### config.mk
export PLATFORM = sky130hd
export DESIGN_NAME = euler_totient_trial_division
export DESIGN_NICKNAME = d
export VERILOG_FILES = /design/src/ett_pkg.sv /design/src/ett_div.sv /design/src/ett_dp.sv /design/src/ett_ctrl.sv /design/src/euler_totient_trial_division.sv
export VERILOG_INCLUDE_DIRS = /design/src /design/src/src
export SDC_FILE = /design/constraint.sdc
export NUM_CORES = 1
export LEC_CHECK = 0
export BUFFER_PORTS_ARGS = -buffer_cell sky130_fd_sc_hd__buf_4
export CAP_MARGIN = 15
export CORE_MARGIN = 2
export CORE_UTILIZATION = 35
export CTS_BUF_LIST = sky130_fd_sc_hd__clkbuf_4 sky130_fd_sc_hd__clkbuf_8
export CTS_CLUSTER_DIAMETER = 30
export DETAILED_ROUTE_END_ITERATION = 6
export MAX_ROUTING_LAYER = met4
export PLACE_DENSITY = 0.5
export SLEW_MARGIN = 20
export SYNTH_ARGS = -nofsm -noshare
export SYNTH_HDL_FRONTEND = slang
export SYNTH_SLANG_ARGS = --single-unit
### constraint.sdc
create_clock -name clk -period 7.1 [get_ports clk]
set_input_delay 0.71 -clock clk [delete_from_list [all_inputs] [get_ports clk]]
set_output_delay 0.71 -clock clk [all_outputs]
set_load 0.005 [all_outputs]
### src/euler_totient_trial_division_defines.svh
// Assertion macros for the totient block.
// Depends on nothing; the asserting file provides clk and rst_n.
`ifndef EULER_TOTIENT_TRIAL_DIVISION_DEFINES_SVH
`define EULER_TOTIENT_TRIAL_DIVISION_DEFINES_SVH

// Same-cycle implication, gated by reset.
`define ETT_ASSERT_NOW(lbl, ante, cons, msg) \
  lbl: assert property (@(posedge clk) disable iff (!rst_n) (ante) |-> (cons)) \
    else $error(msg);

// Next-cycle implication, gated by reset.
`define ETT_ASSERT_NEXT(lbl, ante, cons, msg) \
  lbl: assert property (@(posedge clk) disable iff (!rst_n) (ante) |=> (cons)) \
    else $error(msg);

`endif

### src/ett_pkg.sv
// Shared types for the totient block: controller states, divider operand
// select, and the command/status structs between controller and datapath.
package ett_pkg;

  typedef enum logic [3:0] {
    ST_IDLE,
    ST_LOOP_DIV,
    ST_LOOP_WAIT,
    ST_ANS_DIV,
    ST_ANS_WAIT,
    ST_STRIP_DIV,
    ST_STRIP_WAIT,
    ST_FINAL_DIV,
    ST_FINAL_WAIT,
    ST_FINISH
  } ett_state_t;

  // Which operands go to the shared divider
  typedef enum logic [1:0] {
    SEL_REM_BY_D,
    SEL_ANS_BY_D,
    SEL_ANS_BY_REM
  } ett_sel_t;

  typedef struct packed {
    logic     load;      // capture new value, reset d to 2
    logic     start;     // launch a division
    ett_sel_t sel;       // divider operands
    logic     take_rem;  // rem <= quotient
    logic     take_ans;  // ans <= ans - quotient - remainder
    logic     inc_d;     // next candidate divisor
    logic     out_load;  // move answer to output register
  } ett_cmd_t;

  typedef struct packed {
    logic div_busy;
    logic div_done;
    logic div_zero;   // remainder of last division is zero
    logic div_cont;   // d <= quotient: keep trying candidates
    logic rem_gt1;    // leftover remainder is a prime factor
    logic out_full;   // output register cannot take a new answer
  } ett_sts_t;

endpackage

### src/ett_div.sv
// Restoring unsigned divider, one quotient bit per cycle.
// Standalone; used by ett_dp.
module ett_div #(
  parameter int W = 32
) (
  input  logic         clk,
  input  logic         rst_n,
  input  logic         start,
  input  logic [W-1:0] dividend,
  input  logic [W-1:0] divisor,
  output logic         busy,
  output logic         done,
  output logic [W-1:0] quotient,
  output logic [W-1:0] remainder
);

  localparam int CW = $clog2(W);

  logic [W-1:0]  acc_r, acc_nxt;
  logic [W-1:0]  quo_r, quo_nxt;
  logic [W-1:0]  dsr_r, dsr_nxt;
  logic [CW-1:0] cnt_r, cnt_nxt;
  logic          busy_r, busy_nxt;
  logic          done_r, done_nxt;
  logic [W:0]    shifted;
  logic [W:0]    diff;
  logic          fit;

  // One restoring step
  always_comb begin
    shifted = {acc_r, quo_r[W-1]};
    diff    = shifted - {1'b0, dsr_r};
    fit     = ~diff[W];
  end

  // Next-state of the iteration
  always_comb begin
    acc_nxt  = acc_r;
    quo_nxt  = quo_r;
    dsr_nxt  = dsr_r;
    cnt_nxt  = cnt_r;
    busy_nxt = busy_r;
    done_nxt = 1'b0;
    if (start) begin
      acc_nxt  = '0;
      quo_nxt  = dividend;
      dsr_nxt  = divisor;
      cnt_nxt  = CW'(W - 1);
      busy_nxt = 1'b1;
    end else if (busy_r) begin
      acc_nxt = fit ? diff[W-1:0] : shifted[W-1:0];
      quo_nxt = {quo_r[W-2:0], fit};
      cnt_nxt = cnt_r - 1'b1;
      if (cnt_r == '0) begin
        busy_nxt = 1'b0;
        done_nxt = 1'b1;
      end
    end
  end

  always_ff @(posedge clk) begin
    acc_r <= acc_nxt;
    quo_r <= quo_nxt;
    dsr_r <= dsr_nxt;
    cnt_r <= cnt_nxt;
    if (!rst_n) begin
      busy_r <= 1'b0;
      done_r <= 1'b0;
    end else begin
      busy_r <= busy_nxt;
      done_r <= done_nxt;
    end
  end

  assign busy      = busy_r;
  assign done      = done_r;
  assign quotient  = quo_r;
  assign remainder = acc_r;

endmodule

### src/ett_dp.sv
// Datapath: remainder, running answer, candidate divisor, output register,
// and the shared divider. Depends on ett_pkg and ett_div.
module ett_dp #(
  parameter int W = 32
) (
  input  logic             clk,
  input  logic             rst_n,
  input  logic [W-1:0]     in_value,
  input  ett_pkg::ett_cmd_t cmd,
  output ett_pkg::ett_sts_t sts,
  input  logic             out_ready,
  output logic             out_valid,
  output logic [W-1:0]     out_totient
);

  import ett_pkg::*;

  logic [W-1:0] rem_r, rem_nxt;
  logic [W-1:0] ans_r, ans_nxt;
  logic [W-1:0] d_r, d_nxt;
  logic [W-1:0] tot_r, tot_nxt;
  logic         oval_r, oval_nxt;
  logic [W-1:0] div_a, div_b, quo, rmd;
  logic         div_busy, div_done;

  // Divider operand select
  always_comb begin
    unique case (cmd.sel)
      SEL_REM_BY_D:   begin div_a = rem_r; div_b = d_r;   end
      SEL_ANS_BY_D:   begin div_a = ans_r; div_b = d_r;   end
      SEL_ANS_BY_REM: begin div_a = ans_r; div_b = rem_r; end
      default:        begin div_a = rem_r; div_b = d_r;   end
    endcase
  end

  ett_div #(.W(W)) u_div (
    .clk       (clk),
    .rst_n     (rst_n),
    .start     (cmd.start),
    .dividend  (div_a),
    .divisor   (div_b),
    .busy      (div_busy),
    .done      (div_done),
    .quotient  (quo),
    .remainder (rmd)
  );

  // Register updates; ans/p*(p-1) = ans - q - r with ans = q*p + r
  always_comb begin
    rem_nxt  = rem_r;
    ans_nxt  = ans_r;
    d_nxt    = d_r;
    tot_nxt  = tot_r;
    oval_nxt = oval_r;
    if (out_ready) oval_nxt = 1'b0;
    if (cmd.load) begin
      rem_nxt = in_value;
      ans_nxt = in_value;
      d_nxt   = W'(2);
    end
    if (cmd.take_rem) rem_nxt = quo;
    if (cmd.take_ans) ans_nxt = ans_r - quo - rmd;
    if (cmd.inc_d)    d_nxt   = d_r + 1'b1;
    if (cmd.out_load) begin
      tot_nxt  = ans_r;
      oval_nxt = 1'b1;
    end
  end

  always_ff @(posedge clk) begin
    rem_r <= rem_nxt;
    ans_r <= ans_nxt;
    d_r   <= d_nxt;
    tot_r <= tot_nxt;
    if (!rst_n) begin
      oval_r <= 1'b0;
    end else begin
      oval_r <= oval_nxt;
    end
  end

  // Status back to the controller
  always_comb begin
    sts.div_busy = div_busy;
    sts.div_done = div_done;
    sts.div_zero = (rmd == '0);
    sts.div_cont = (d_r <= quo);
    sts.rem_gt1  = (rem_r > W'(1));
    sts.out_full = oval_r & ~out_ready;
  end

  assign out_valid   = oval_r;
  assign out_totient = tot_r;

endmodule

### src/ett_ctrl.sv
// Controller state machine sequencing trial divisions on the datapath.
// Depends on ett_pkg.
module ett_ctrl (
  input  logic              clk,
  input  logic              rst_n,
  input  logic              in_valid,
  output logic              in_ready,
  input  ett_pkg::ett_sts_t sts,
  output ett_pkg::ett_cmd_t cmd
);

  import ett_pkg::*;

  ett_state_t state_r, state_nxt;

  always_ff @(posedge clk) begin
    if (!rst_n) begin
      state_r <= ST_IDLE;
    end else begin
      state_r <= state_nxt;
    end
  end

  // Next state and commands
  always_comb begin
    state_nxt = state_r;
    cmd       = '0;
    cmd.sel   = SEL_REM_BY_D;
    in_ready  = 1'b0;
    unique case (state_r)
      ST_IDLE: begin
        in_ready = 1'b1;
        if (in_valid) begin
          cmd.load  = 1'b1;
          state_nxt = ST_LOOP_DIV;
        end
      end
      // rem / d gives both the loop bound test and divisibility
      ST_LOOP_DIV: begin
        cmd.start = 1'b1;
        cmd.sel   = SEL_REM_BY_D;
        state_nxt = ST_LOOP_WAIT;
      end
      ST_LOOP_WAIT: begin
        if (sts.div_done) begin
          if (!sts.div_cont) begin
            state_nxt = ST_FINAL_DIV;
          end else if (sts.div_zero) begin
            cmd.take_rem = 1'b1;
            state_nxt    = ST_ANS_DIV;
          end else begin
            cmd.inc_d = 1'b1;
            state_nxt = ST_LOOP_DIV;
          end
        end
      end
      ST_ANS_DIV: begin
        cmd.start = 1'b1;
        cmd.sel   = SEL_ANS_BY_D;
        state_nxt = ST_ANS_WAIT;
      end
      ST_ANS_WAIT: begin
        cmd.sel = SEL_ANS_BY_D;
        if (sts.div_done) begin
          cmd.take_ans = 1'b1;
          state_nxt    = ST_STRIP_DIV;
        end
      end
      // Divide the factor out completely
      ST_STRIP_DIV: begin
        cmd.start = 1'b1;
        cmd.sel   = SEL_REM_BY_D;
        state_nxt = ST_STRIP_WAIT;
      end
      ST_STRIP_WAIT: begin
        if (sts.div_done) begin
          if (sts.div_zero) begin
            cmd.take_rem = 1'b1;
            state_nxt    = ST_STRIP_DIV;
          end else begin
            cmd.inc_d = 1'b1;
            state_nxt = ST_LOOP_DIV;
          end
        end
      end
      // Leftover prime factor
      ST_FINAL_DIV: begin
        if (sts.rem_gt1) begin
          cmd.start = 1'b1;
          cmd.sel   = SEL_ANS_BY_REM;
          state_nxt = ST_FINAL_WAIT;
        end else begin
          state_nxt = ST_FINISH;
        end
      end
      ST_FINAL_WAIT: begin
        cmd.sel = SEL_ANS_BY_REM;
        if (sts.div_done) begin
          cmd.take_ans = 1'b1;
          state_nxt    = ST_FINISH;
        end
      end
      ST_FINISH: begin
        if (!sts.out_full) begin
          cmd.out_load = 1'b1;
          state_nxt    = ST_IDLE;
        end
      end
      default: state_nxt = ST_IDLE;
    endcase
  end

endmodule

### src/euler_totient_trial_division.sv
// Euler totient by trial division, one transaction at a time.
// Each trial divisor is tried on the shared bit-serial divider; up to about
// 2^(VALUE_WIDTH/2) divisors are tried. A waiting result sits in the
// output register while the next transaction is accepted.
// Synchronous active-low reset returns the controller to idle, no output.
`include "euler_totient_trial_division_defines.svh"

module euler_totient_trial_division #(
  parameter int VALUE_WIDTH = 32
) (
  input  logic                   clk,
  input  logic                   rst_n,
  input  logic                   in_valid,
  output logic                   in_ready,
  input  logic [VALUE_WIDTH-1:0] in_value,
  output logic                   out_valid,
  input  logic                   out_ready,
  output logic [VALUE_WIDTH-1:0] out_totient
);

  import ett_pkg::*;

  ett_cmd_t cmd;
  ett_sts_t sts;

  ett_ctrl u_ctrl (
    .clk      (clk),
    .rst_n    (rst_n),
    .in_valid (in_valid),
    .in_ready (in_ready),
    .sts      (sts),
    .cmd      (cmd)
  );

  ett_dp #(.W(VALUE_WIDTH)) u_dp (
    .clk         (clk),
    .rst_n       (rst_n),
    .in_value    (in_value),
    .cmd         (cmd),
    .sts         (sts),
    .out_ready   (out_ready),
    .out_valid   (out_valid),
    .out_totient (out_totient)
  );

  // Checks on controller/datapath cooperation
  `ETT_ASSERT_NOW(a_no_restart, cmd.start, !sts.div_busy, "divider restarted while busy")
  `ETT_ASSERT_NOW(a_load_idle, cmd.load, !sts.div_busy, "new value loaded during a division")
  `ETT_ASSERT_NEXT(a_one_at_a_time, in_valid && in_ready, !in_ready, "second transaction taken")

endmodule
After elaboration in Yosys (flattened, before gate mapping)
Index checks and enable logic that the tools add are counted.
{"block": "totals", "inputBits": 36, "output_inout_bits": 34, "elab_cells": 102, "ff_bits": 236}
{"block": "classes", "bitwise": 5, "eq_ne": 17, "mux": 47, "n_lt_le_gt_ge": 2, "n_reduce_logical": 14, "addsub": 5}
{"op": "32-bit 2-to-1 mux", "n": 10}
{"op": "32-bit subtractor", "n": 2}
{"op": "4-bit case mux with 10 select lines", "n": 1}
{"op": "33-bit by 32-bit subtractor with 33-bit output", "n": 1}
{"op": "32-bit by 1-bit adder with 32-bit output (second input constant)", "n": 1}
{"op": "32-bit by 1-bit greater-than comparator with 1-bit output (second input constant)", "n": 1}
{"op": "32-bit <= comparator", "n": 1}
{"op": "32-bit zero test", "n": 1}
{"op": "4-bit 2-to-1 mux", "n": 6}
{"op": "1-bit 2-to-1 mux", "n": 22}
{"op": "4-bit by 3-bit == test with 1-bit output (second input constant)", "n": 4}
{"op": "2-bit nonzero test", "n": 5}
{"op": "3-bit 2-to-1 mux", "n": 3}
{"op": "4-bit by 2-bit == test with 1-bit output (second input constant)", "n": 2}
{"op": "4-bit == test (second input constant)", "n": 2}
{"op": "2-bit by 1-bit != test with 1-bit output (second input constant)", "n": 4}
{"op": "1-bit case mux with 2 select lines", "n": 3}
{"op": "2-bit case mux with 3 select lines", "n": 1}
{"op": "6-bit AND reduction", "n": 1}
{"op": "2-bit OR reduction", "n": 3}
{"op": "3-bit OR reduction", "n": 2}
{"op": "5-bit zero test", "n": 1}
{"op": "5-bit by 1-bit subtractor with 5-bit output (second input constant)", "n": 1}
{"op": "4-bit by 1-bit == test with 1-bit output (second input constant)", "n": 1}
{"op": "other kinds (7)", "n": 11}

Longest topological paths before layout
Gate-level depths: netlist of run 1.
{"block": "depth", "depth_word": 7, "ltp_mapped": 15, "ltp_nobuf": 14}

By module
Synthesis of run 1 repeated with hierarchy kept, for this count alone.
{"block": "unflattened", "hier_cells": 1536, "hier_area_um2": 16188.0}
{"module": "ett_dp", "n_inst": 1, "seq_area_each_um2": 3863.7, "area_per_inst_um2": 9860.7, "cells_per_inst": 902}
{"module": "ett_div", "n_inst": 1, "seq_area_each_um2": 2702.6, "area_per_inst_um2": 5898.2, "cells_per_inst": 576}
{"module": "ett_ctrl", "n_inst": 1, "seq_area_each_um2": 80.1, "area_per_inst_um2": 429.2, "cells_per_inst": 58}

Worst setup path before layout of run 1
Ideal clock, no wire load.
{"block": "synth_path", "path_type": "reg-to-reg", "from": "reg u_dp.u_div.quo_r[17] (netlist: u_dp.u_div.quotient[17])", "to": "reg u_dp.rem_r[0] (enable)", "t_required_ns": 6.711, "n_path_buf": 2, "slack_ns": 3.052, "arrival_time_ns": 3.658, "path_stages_with_launch": 15, "path_cell_list": "edfxtp_1 > inv_1 > ha_1 > a21o_1 > a21o_1 > a21o_1 > a221o_1 > a2111oi_2 > a221oi_1 > a21oi_2 > nor2_1 > or4_1 > buf_6 > buf_12 > nand2_1"}
{"block": "synth_between", "elab_chain_len": 5}
{"element": "start: declaration", "line": "ett_div.sv:20", "rtl": "logic [W-1:0] quo_r, quo_nxt;"}
{"element": "start signal: assignment", "line": "ett_div.sv:63", "rtl": "quo_r <= quo_nxt;"}
{"element": "32-bit <= comparator", "line": "ett_dp.sv:87", "rtl": "sts.div_cont = (d_r <= quo);"}
{"element": "1-bit 2-to-1 mux", "line": "ett_ctrl.sv:46", "rtl": "if (!sts.div_cont) begin"}
{"element": "1-bit 2-to-1 mux", "line": "ett_ctrl.sv:45", "rtl": "if (sts.div_done) begin"}
{"element": "1-bit case mux with 2 select lines", "line": "ett_ctrl.sv:30", "rtl": "unique case (state_r)"}
{"element": "2-bit nonzero test (no source line)"}
{"element": "end signal: assignment", "line": "ett_dp.sv:71", "rtl": "rem_r <= rem_nxt;"}
{"element": "end: declaration", "line": "ett_dp.sv:18", "rtl": "logic [W-1:0] rem_r, rem_nxt;"}
Every way passes these cells.
A chain may end at the register's enable or synchronous reset.

Final worst setup path of run 1
{"block": "layout_path", "from": "reg u_dp.u_div.acc_r[2] (netlist: u_dp.u_div.remainder[2])", "to": "reg u_dp.ans_r[30], data pin"}
{"block": "layout_between", "elab_chain_len": 2}
{"element": "start: declaration", "line": "ett_div.sv:19", "rtl": "logic [W-1:0] acc_r, acc_nxt;"}
{"element": "start signal: assignment", "line": "ett_div.sv:62", "rtl": "acc_r <= acc_nxt;"}
{"element": "32-bit subtractor", "line": "ett_dp.sv:62", "rtl": "if (cmd.take_ans) ans_nxt = ans_r - quo - rmd;"}
{"element": "32-bit 2-to-1 mux", "line": "ett_dp.sv:62"}
{"element": "via u_dp.ans_nxt[30]", "line": "ett_dp.sv:19", "rtl": "logic [W-1:0] ans_r, ans_nxt;"}
{"element": "end signal: assignment", "line": "ett_dp.sv:72", "rtl": "ans_r <= ans_nxt;"}
{"element": "end: declaration", "line": "ett_dp.sv:19"}
The timed path passes the listed nets, and every way through them passes these cells.

==> reports/qor.txt, run 1 <==
Initial Util = 35.2%
Routed vias/inst = 5.19
Initial antenna violation count = 0
Clock skew = 0.0215 ns
H-tree depth = 2
Crit path DAT = 4.85 ns
Final WL = 44400 um
Most used DFF post-synth = edfxtp_1
Placed cells = 2105
Share of cells above drive strength 1 = 17.2%
Critical path class = reg -> reg
Port Buf Inserts = 69
Pwr dens = 572 nW/um^2
Post-cts sizing count = 0
Final period utilization = 63.3%
CTS Root Cell = clkbuf_8
Finished Layout Cells = 2221
Fin util = 41.1%
Crit-path most repeated cell = o31ai_1
Final hold vios = 0
Post-synth EDFFs = 192
Setup violators final = 0
Max incr delay on CP = 0.69 ns
WP data required = 7.46 ns
Worst flop-to-flop path startpoint = u_dp.u_div.remainder[2]
Vias in the first global route = 11854
Max Fclk = 222 MHz
Critical Path Fanout Max = 5
CORE AREA = 43900 sq um
Clk pin slew, worst setup/hold paths = 0.06 ns
Global route overflow = 0
Ys async rst share = 0%
Critical Path Start = u_dp.u_div.remainder[2]
Final HPWL DP = 31600 um
Number of CTS-inserted buffers = 61
Total die area = 45900 sq um
Finished Cell Area = 18100 sq um
GRT Total Usage = 20.1%
Area growth, synth to finish = 16.8%
VDD IR max = 0.315 mV
Status = completed
Min cycle time layout = 4.49 ns
Post-DR wirelength/cell = 20.0 um
Slew Limit Fails = 0
Hold Buf Count CTS = 0
Final #Nets = 1744
CTS tree = done
Static Leak = 7.72 nW
Unique cell type count in the Yosys netlist = 71
Largest net degree at the start of global routing = 74
Setup crit start kind = flop
Max Cap Violations = 0
Bufs and invs on worst path = 2
Routed via count = 11524
Gate Count Post-Synth = 1488
Rows = 77
Die Y = 214 um
Die width = 214 um
Total design power = 10.3 mW
YS warnings = 0
DR DRC count = 0
Sequential share of the synthesized area = 43.0%
# IOs = 70
Worst-margin pin slew = 1.05 ns
Clk sinks = 236
Crit-path cells = inv_1 -> fa_1 -> ha_1 -> a21oi_1 -> nor2_1 -> o31ai_1 -> buf_4 -> o31ai_1 -> a21boi_0 -> o211ai_1 -> o41ai_1 -> xor2_1 -> o21ai_0
RSZ-0062 raised after global routing = false
Worst Hold Launch = rst_n
DRT iter0 DRCs = 670
CP endpoint kind = flop
Worst slack at placement = 2.71 ns
Syn avg cell area = 10.4 sq um
Critical-path top delay cell = a21boi_0
Hold Crit Class = in -> reg
#FFs+latches synth = 236
Setup TNS = 0 ns
Setup Fix Bufs, Post-CTS = 0
Relative slew slack = 30.0%
Mapped Nets = 1656
Critical path's top delay family = compound AO/OA/AOI/OAI gates
Pre-Repair DR Iteration Count = 5
Final Worst Setup Slack = 2.61 ns
Post-route ant nets = 0
First-pass GRT wire length = 69600 um
Syn Std Cell Area = 15500 sq um
Worst skew pair latency = 0.64 ns
GP Congestion = 0.902
Deepest clock path buffer count = 3
Placed cell area = 16600 sq um
Hold WS = 0.332 ns
==> final timing paths <==
check,endpoint,slack [ns],depth (start not counted)
hold reg to reg,u_dp.u_div.cnt_r[3],0.50,2
hold / removal,u_ctrl.state_r[0],0.33,2
setup reg to reg,u_dp.ans_r[30],2.61,13
setup / recovery,u_dp.ans_r[30],2.61,13
==> cell usage in the layout (no fill, tap or decap), types with 16 or more instances in the layout <==
| cell | netlist | routed |
|---|---|---|
| clkbuf_8 | 0 | 66 |
| mux2i_1 | 56 | 56 |
| dfxtp_1 | 44 | 43 |
| nand2_1 | 132 | 131 |
| mux2_4 | 29 | 29 |
| o21ai_0 | 117 | 117 |
| xor2_1 | 49 | 49 |
| nor2_1 | 95 | 94 |
| inv_1 | 116 | 116 |
| mux2_2 | 36 | 36 |
| and3_1 | 16 | 16 |
| ha_1 | 100 | 99 |
| nand4_1 | 25 | 25 |
| a21oi_1 | 82 | 82 |
| nor4_1 | 17 | 17 |
| edfxtp_1 | 192 | 192 |
| buf_4 | 1 | 83 |
| nand2b_1 | 17 | 17 |
| fa_1 | 32 | 32 |
| nand3_1 | 26 | 25 |
| xnor2_1 | 46 | 46 |
| a21o_1 | 41 | 41 |
| nor3_1 | 16 | 16 |
==> per-layer routing <==
metal,share of wire (%),routed length (um),vias to the layer above,global-route usage (%)
met4,3.5,1540,0,8.40
met1,48,21300,5574,27.2
met2,44,19300,276,29.5
li1,-,-,5587,-
met3,4.9,2190,87,3.72
met5,0,0,-,-
==> state kept, by name, summed over array words and instances (netlist names), 4 cells and up <==
register / cells
u_dp.d_r: 32
u_ctrl.state_r: 4
u_dp.u_div.remainder: 32
u_dp.rem_r: 32
u_dp.u_div.cnt_r: 5
u_dp.out_totient: 32
u_dp.ans_r: 32
u_dp.u_div.quotient: 32
u_dp.u_div.dsr_r: 32
==> cell families after synthesis <==
| group | synth area share (%) |
|---|---|
| AO/OA/AOI/OAI | 13.6 |
| buffers and inverters | 4.72 |
| flip-flops | 43.0 |
| adder cells (fa/ha/maj) | 12.2 |
| AND/OR/NAND/NOR | 12.0 |
| XOR/XNOR | 5.38 |
| multiplexers | 9.06 |
==> area by class of cell <==
type / count / area [sq um]
diodes: 1 / 2.50
clock buffers: 78 / 998
clock inverters: 37 / 497
fillers: 4342 / 25900
inverters: 116 / 435
multi-input cells: 1078 / 8120
flip-flops and latches: 236 / 6650
well taps: 592 / 741
repair buffers: 83 / 623
==> power by group <==
| part | leakage [nW] | internal, mW | switching, mW |
|---|---|---|---|
| Clock | 0.759 | 1.36 | 0.721 |
| Combinational | 4.77 | 2.26 | 3.46 |
| Sequential | 2.19 | 2.09 | 0.446 |
==> Yosys cell counts, types with 5 or more instances <==
master    number  area (sq um)
mux2i_1       56           561
fa_1          32           641
a21o_1        41           308
nor4_1        17           106
a31oi_1        9          56.3
or2_2          5          31.3
nor2b_1       13          81.3
o21a_1         8          60.1
mux2_2        36           405
o21bai_1       9          67.6
or3_1          7          43.8
o22ai_1        7          43.8
nand4_1       25           156
inv_1        116           435
a211oi_1       7          52.6
clkbuf_1      49           184
xnor2_1       46           403
dfxtp_1       44           881
xor2_1        49           429
nand2_1      132           495
o21ai_0      117           586
mux2_4        29           435
and3_1        16           100
nand3_1       26           130
a21oi_1       82           410
edfxtp_1     192          5770
and2_1         6          37.5
a21boi_0       6          45.0
ha_1         100          1250
nand2b_1      17           106
o211ai_1      11          82.6
nor2_1        95           357
nor3_1        16          80.1
Note: power is estimated with default switching activity, not from simulation.
==> run 2, diff against run 1 <==
--- a/config.mk
+++ b/config.mk
@@ -14,7 +14,7 @@
 export CTS_CLUSTER_DIAMETER = 30
 export DETAILED_ROUTE_END_ITERATION = 6
 export MAX_ROUTING_LAYER = met4
-export PLACE_DENSITY = 0.5
+export PLACE_DENSITY = 0.52
 export SLEW_MARGIN = 20
 export SYNTH_ARGS = -nofsm -noshare
 export SYNTH_HDL_FRONTEND = slang
==> constraint.sdc (replaced) <==
create_clock -name clk -period 3.62 [get_ports clk]
set_input_delay 0.362 -clock clk [delete_from_list [all_inputs] [get_ports clk]]
set_output_delay 0.362 -clock clk [all_outputs]
set_load 0.005 [all_outputs]
==> reports/qor.txt, run 2 (synthesis results as in run 1) <==
Sequential share of power = 19.9%
Failing checks = setup timing
Rows = 77
DR DRC count = 0
P_sw = 10.2 mW
CP endpoint kind = flop
CORE AREA = 43900 sq um
Post-route ant nets = 0
Final HPWL DP = 33400 um
Pre-Repair DR Iteration Count = 5
Die Y = 214 um
Worst slack at placement = -0.342 ns
VDD IR max = 0.788 mV
Min cycle time layout = 3.66 ns
RSZ-0062 raised after global routing = true
Clk pin slew, worst setup/hold paths = 0.05 ns
Number of CTS-inserted buffers = 66
Commonest cells after routing, fill and taps aside = buf_4 (268), edfxtp_1 (192), nand2_1 (127)
Port Buf Inserts = 69
Routed via count = 12425
Most common cell after layout, fill and taps aside = buf_4
Crit-path most repeated cell = a21o_1
Area growth, synth to finish = 32.6%
First-pass GRT wire length = 71700 um
Final Worst Setup Slack = -0.0360 ns
Routed vias/inst = 5.08
CTS tree = done
Hold Crit Class = in -> reg
Critical Path Fanout Max = 7
Setup crit start kind = flop
Gate power share = 62.6%
# IOs = 70
Deepest clock path buffer count = 3
Final period utilization = 101%
Worst flop-to-flop path startpoint = u_dp.u_div.quotient[17]
Hold WS = 0.0384 ns
Crit-path cells = inv_2 -> ha_1 -> a21o_1 -> a21o_1 -> a21o_1 -> a221o_1 -> a2111oi_4 -> a221oi_2 -> a21oi_2 -> nor2_1 -> or4_4 -> buf_12 -> buf_12 -> mux2_4
Total die area = 45900 sq um
Status = complete, but fails checks
Clk sinks = 236
Crit path DAT = 4.02 ns
Post-DR wirelength/cell = 19.4 um
Critical path class = reg -> reg
Pwr dens = 1180 nW/um^2
Largest net degree at the start of global routing = 100
Highest Signal Layer = met4
Final WL = 47400 um
Final #Nets = 1972
Vias in the first global route = 12558
Critical Path Start = u_dp.u_div.quotient[17]
Clk pwr share = 17.5%
Max Fclk = 274 MHz
DR WL met3 = 2230 um
Int Pwr = 14.0 mW
GP Congestion = 0.905
Die width = 214 um
Initial Util = 35.2%
Max incr delay on CP = 0.47 ns
Initial antenna violation count = 0
Setup violators final = 28
Final hold vios = 0
Static Leak = 8.98 nW
Share of cells above drive strength 1 = 30.4%
Max Cap Violations = 0
Slew Limit Fails = 0
Net Sw Frac = 42.2%
Filler instances = 4146
Wire length on met1 = 22200 um
Global route overflow = 0
Critical-path top delay cell = or4_4
Worst-margin pin slew = 0.862 ns
DRT iter0 DRCs = 736
Fin util = 46.7%
Worst Hold Launch = in_value[27]
Relative slew slack = 42.5%
Worst skew pair latency = 0.64 ns
WP data required = 3.98 ns
Clock skew = 0.0341 ns
GRT Total Usage = 20.9%
H-tree depth = 3
CTS Root Cell = clkbuf_8
Met2 WL post-DR = 22100 um
==> run 2: worst max-delay path, delay by kind of cell (launching register included) <==
family | cells | cell delay, ns
AND/OR/NAND/NOR | 2 | 0.56
flip-flops | 1 | 0.40
AO/OA/AOI/OAI | 7 | 1.48
adder cells (fa/ha/maj) | 1 | 0.24
buffers and inverters | 3 | 0.40
multiplexers | 1 | 0.29
==> run 2: power by group through the flow <==
stage          logic [mW]  registers (mW)  clock network [mW]
2_1_floorplan        8.29            4.61                   0
3_3_place_gp         13.4            4.79                   0
3_5_place_dp         13.4            4.82                   0
4_1_cts              14.1            4.79                4.33
5_1_grt              16.6            4.92                4.46
6_report             15.1            4.81                4.24
==> run 2: cell type report <==
type | instances | area [sq um] | share of cell area, %
Tap cell | 592 | 741 | 3.61
Inverter | 116 | 435 | 2.12
Antenna cell | 1 | 2.50 | 0.0122
Multi-Input combinational cell | 1079 | 8490 | 41.4
Clock buffer | 81 | 1040 | 5.07
Clock inverter | 38 | 509 | 2.48
Timing Repair Buffer | 305 | 2650 | 12.9
Sequential cell | 236 | 6650 | 32.4
==> run 2: worst paths after layout <==
kind | end | slack (ns) | cells past startpoint
max reg2reg | u_dp.rem_r[24] | -0.04 | 14
min | u_dp.ans_r[27] | 0.04 | 3
min reg2reg | u_dp.u_div.cnt_r[3] | 0.48 | 2
max | u_dp.rem_r[24] | -0.04 | 14
==> run 2: repair_timing <==
action                                  4_1_cts  5_1_grt
gates cloned                                  4        5
hold buffers                                 12        0
endpoints found under the setup margin      120      122
resized for setup                            31       60
hold endpoints to repair                     16        0
pin swaps                                    15       41
buffers inserted                             14       11
==> run 2: routing by layer <==
layer	up-vias	track usage, %
met1	6030	27.3
met5	-	-
met2	280	32.8
met4	0	6.76
met3	66	3.87
li1	6049	-
==> run 2: metrics by stage <==
stage               TNS (ns)  std cells  area [sq um]  power [mW]
floorplan                  0       1488         15500        12.9
global placement      -16.18       2284         18100        18.2
detailed placement    -23.02       2284         18100        18.2
CTS                   -0.112       2433         20100        23.2
global route           -5.72       2447         20500        26.0
finish                -0.551       2448         20500        24.2
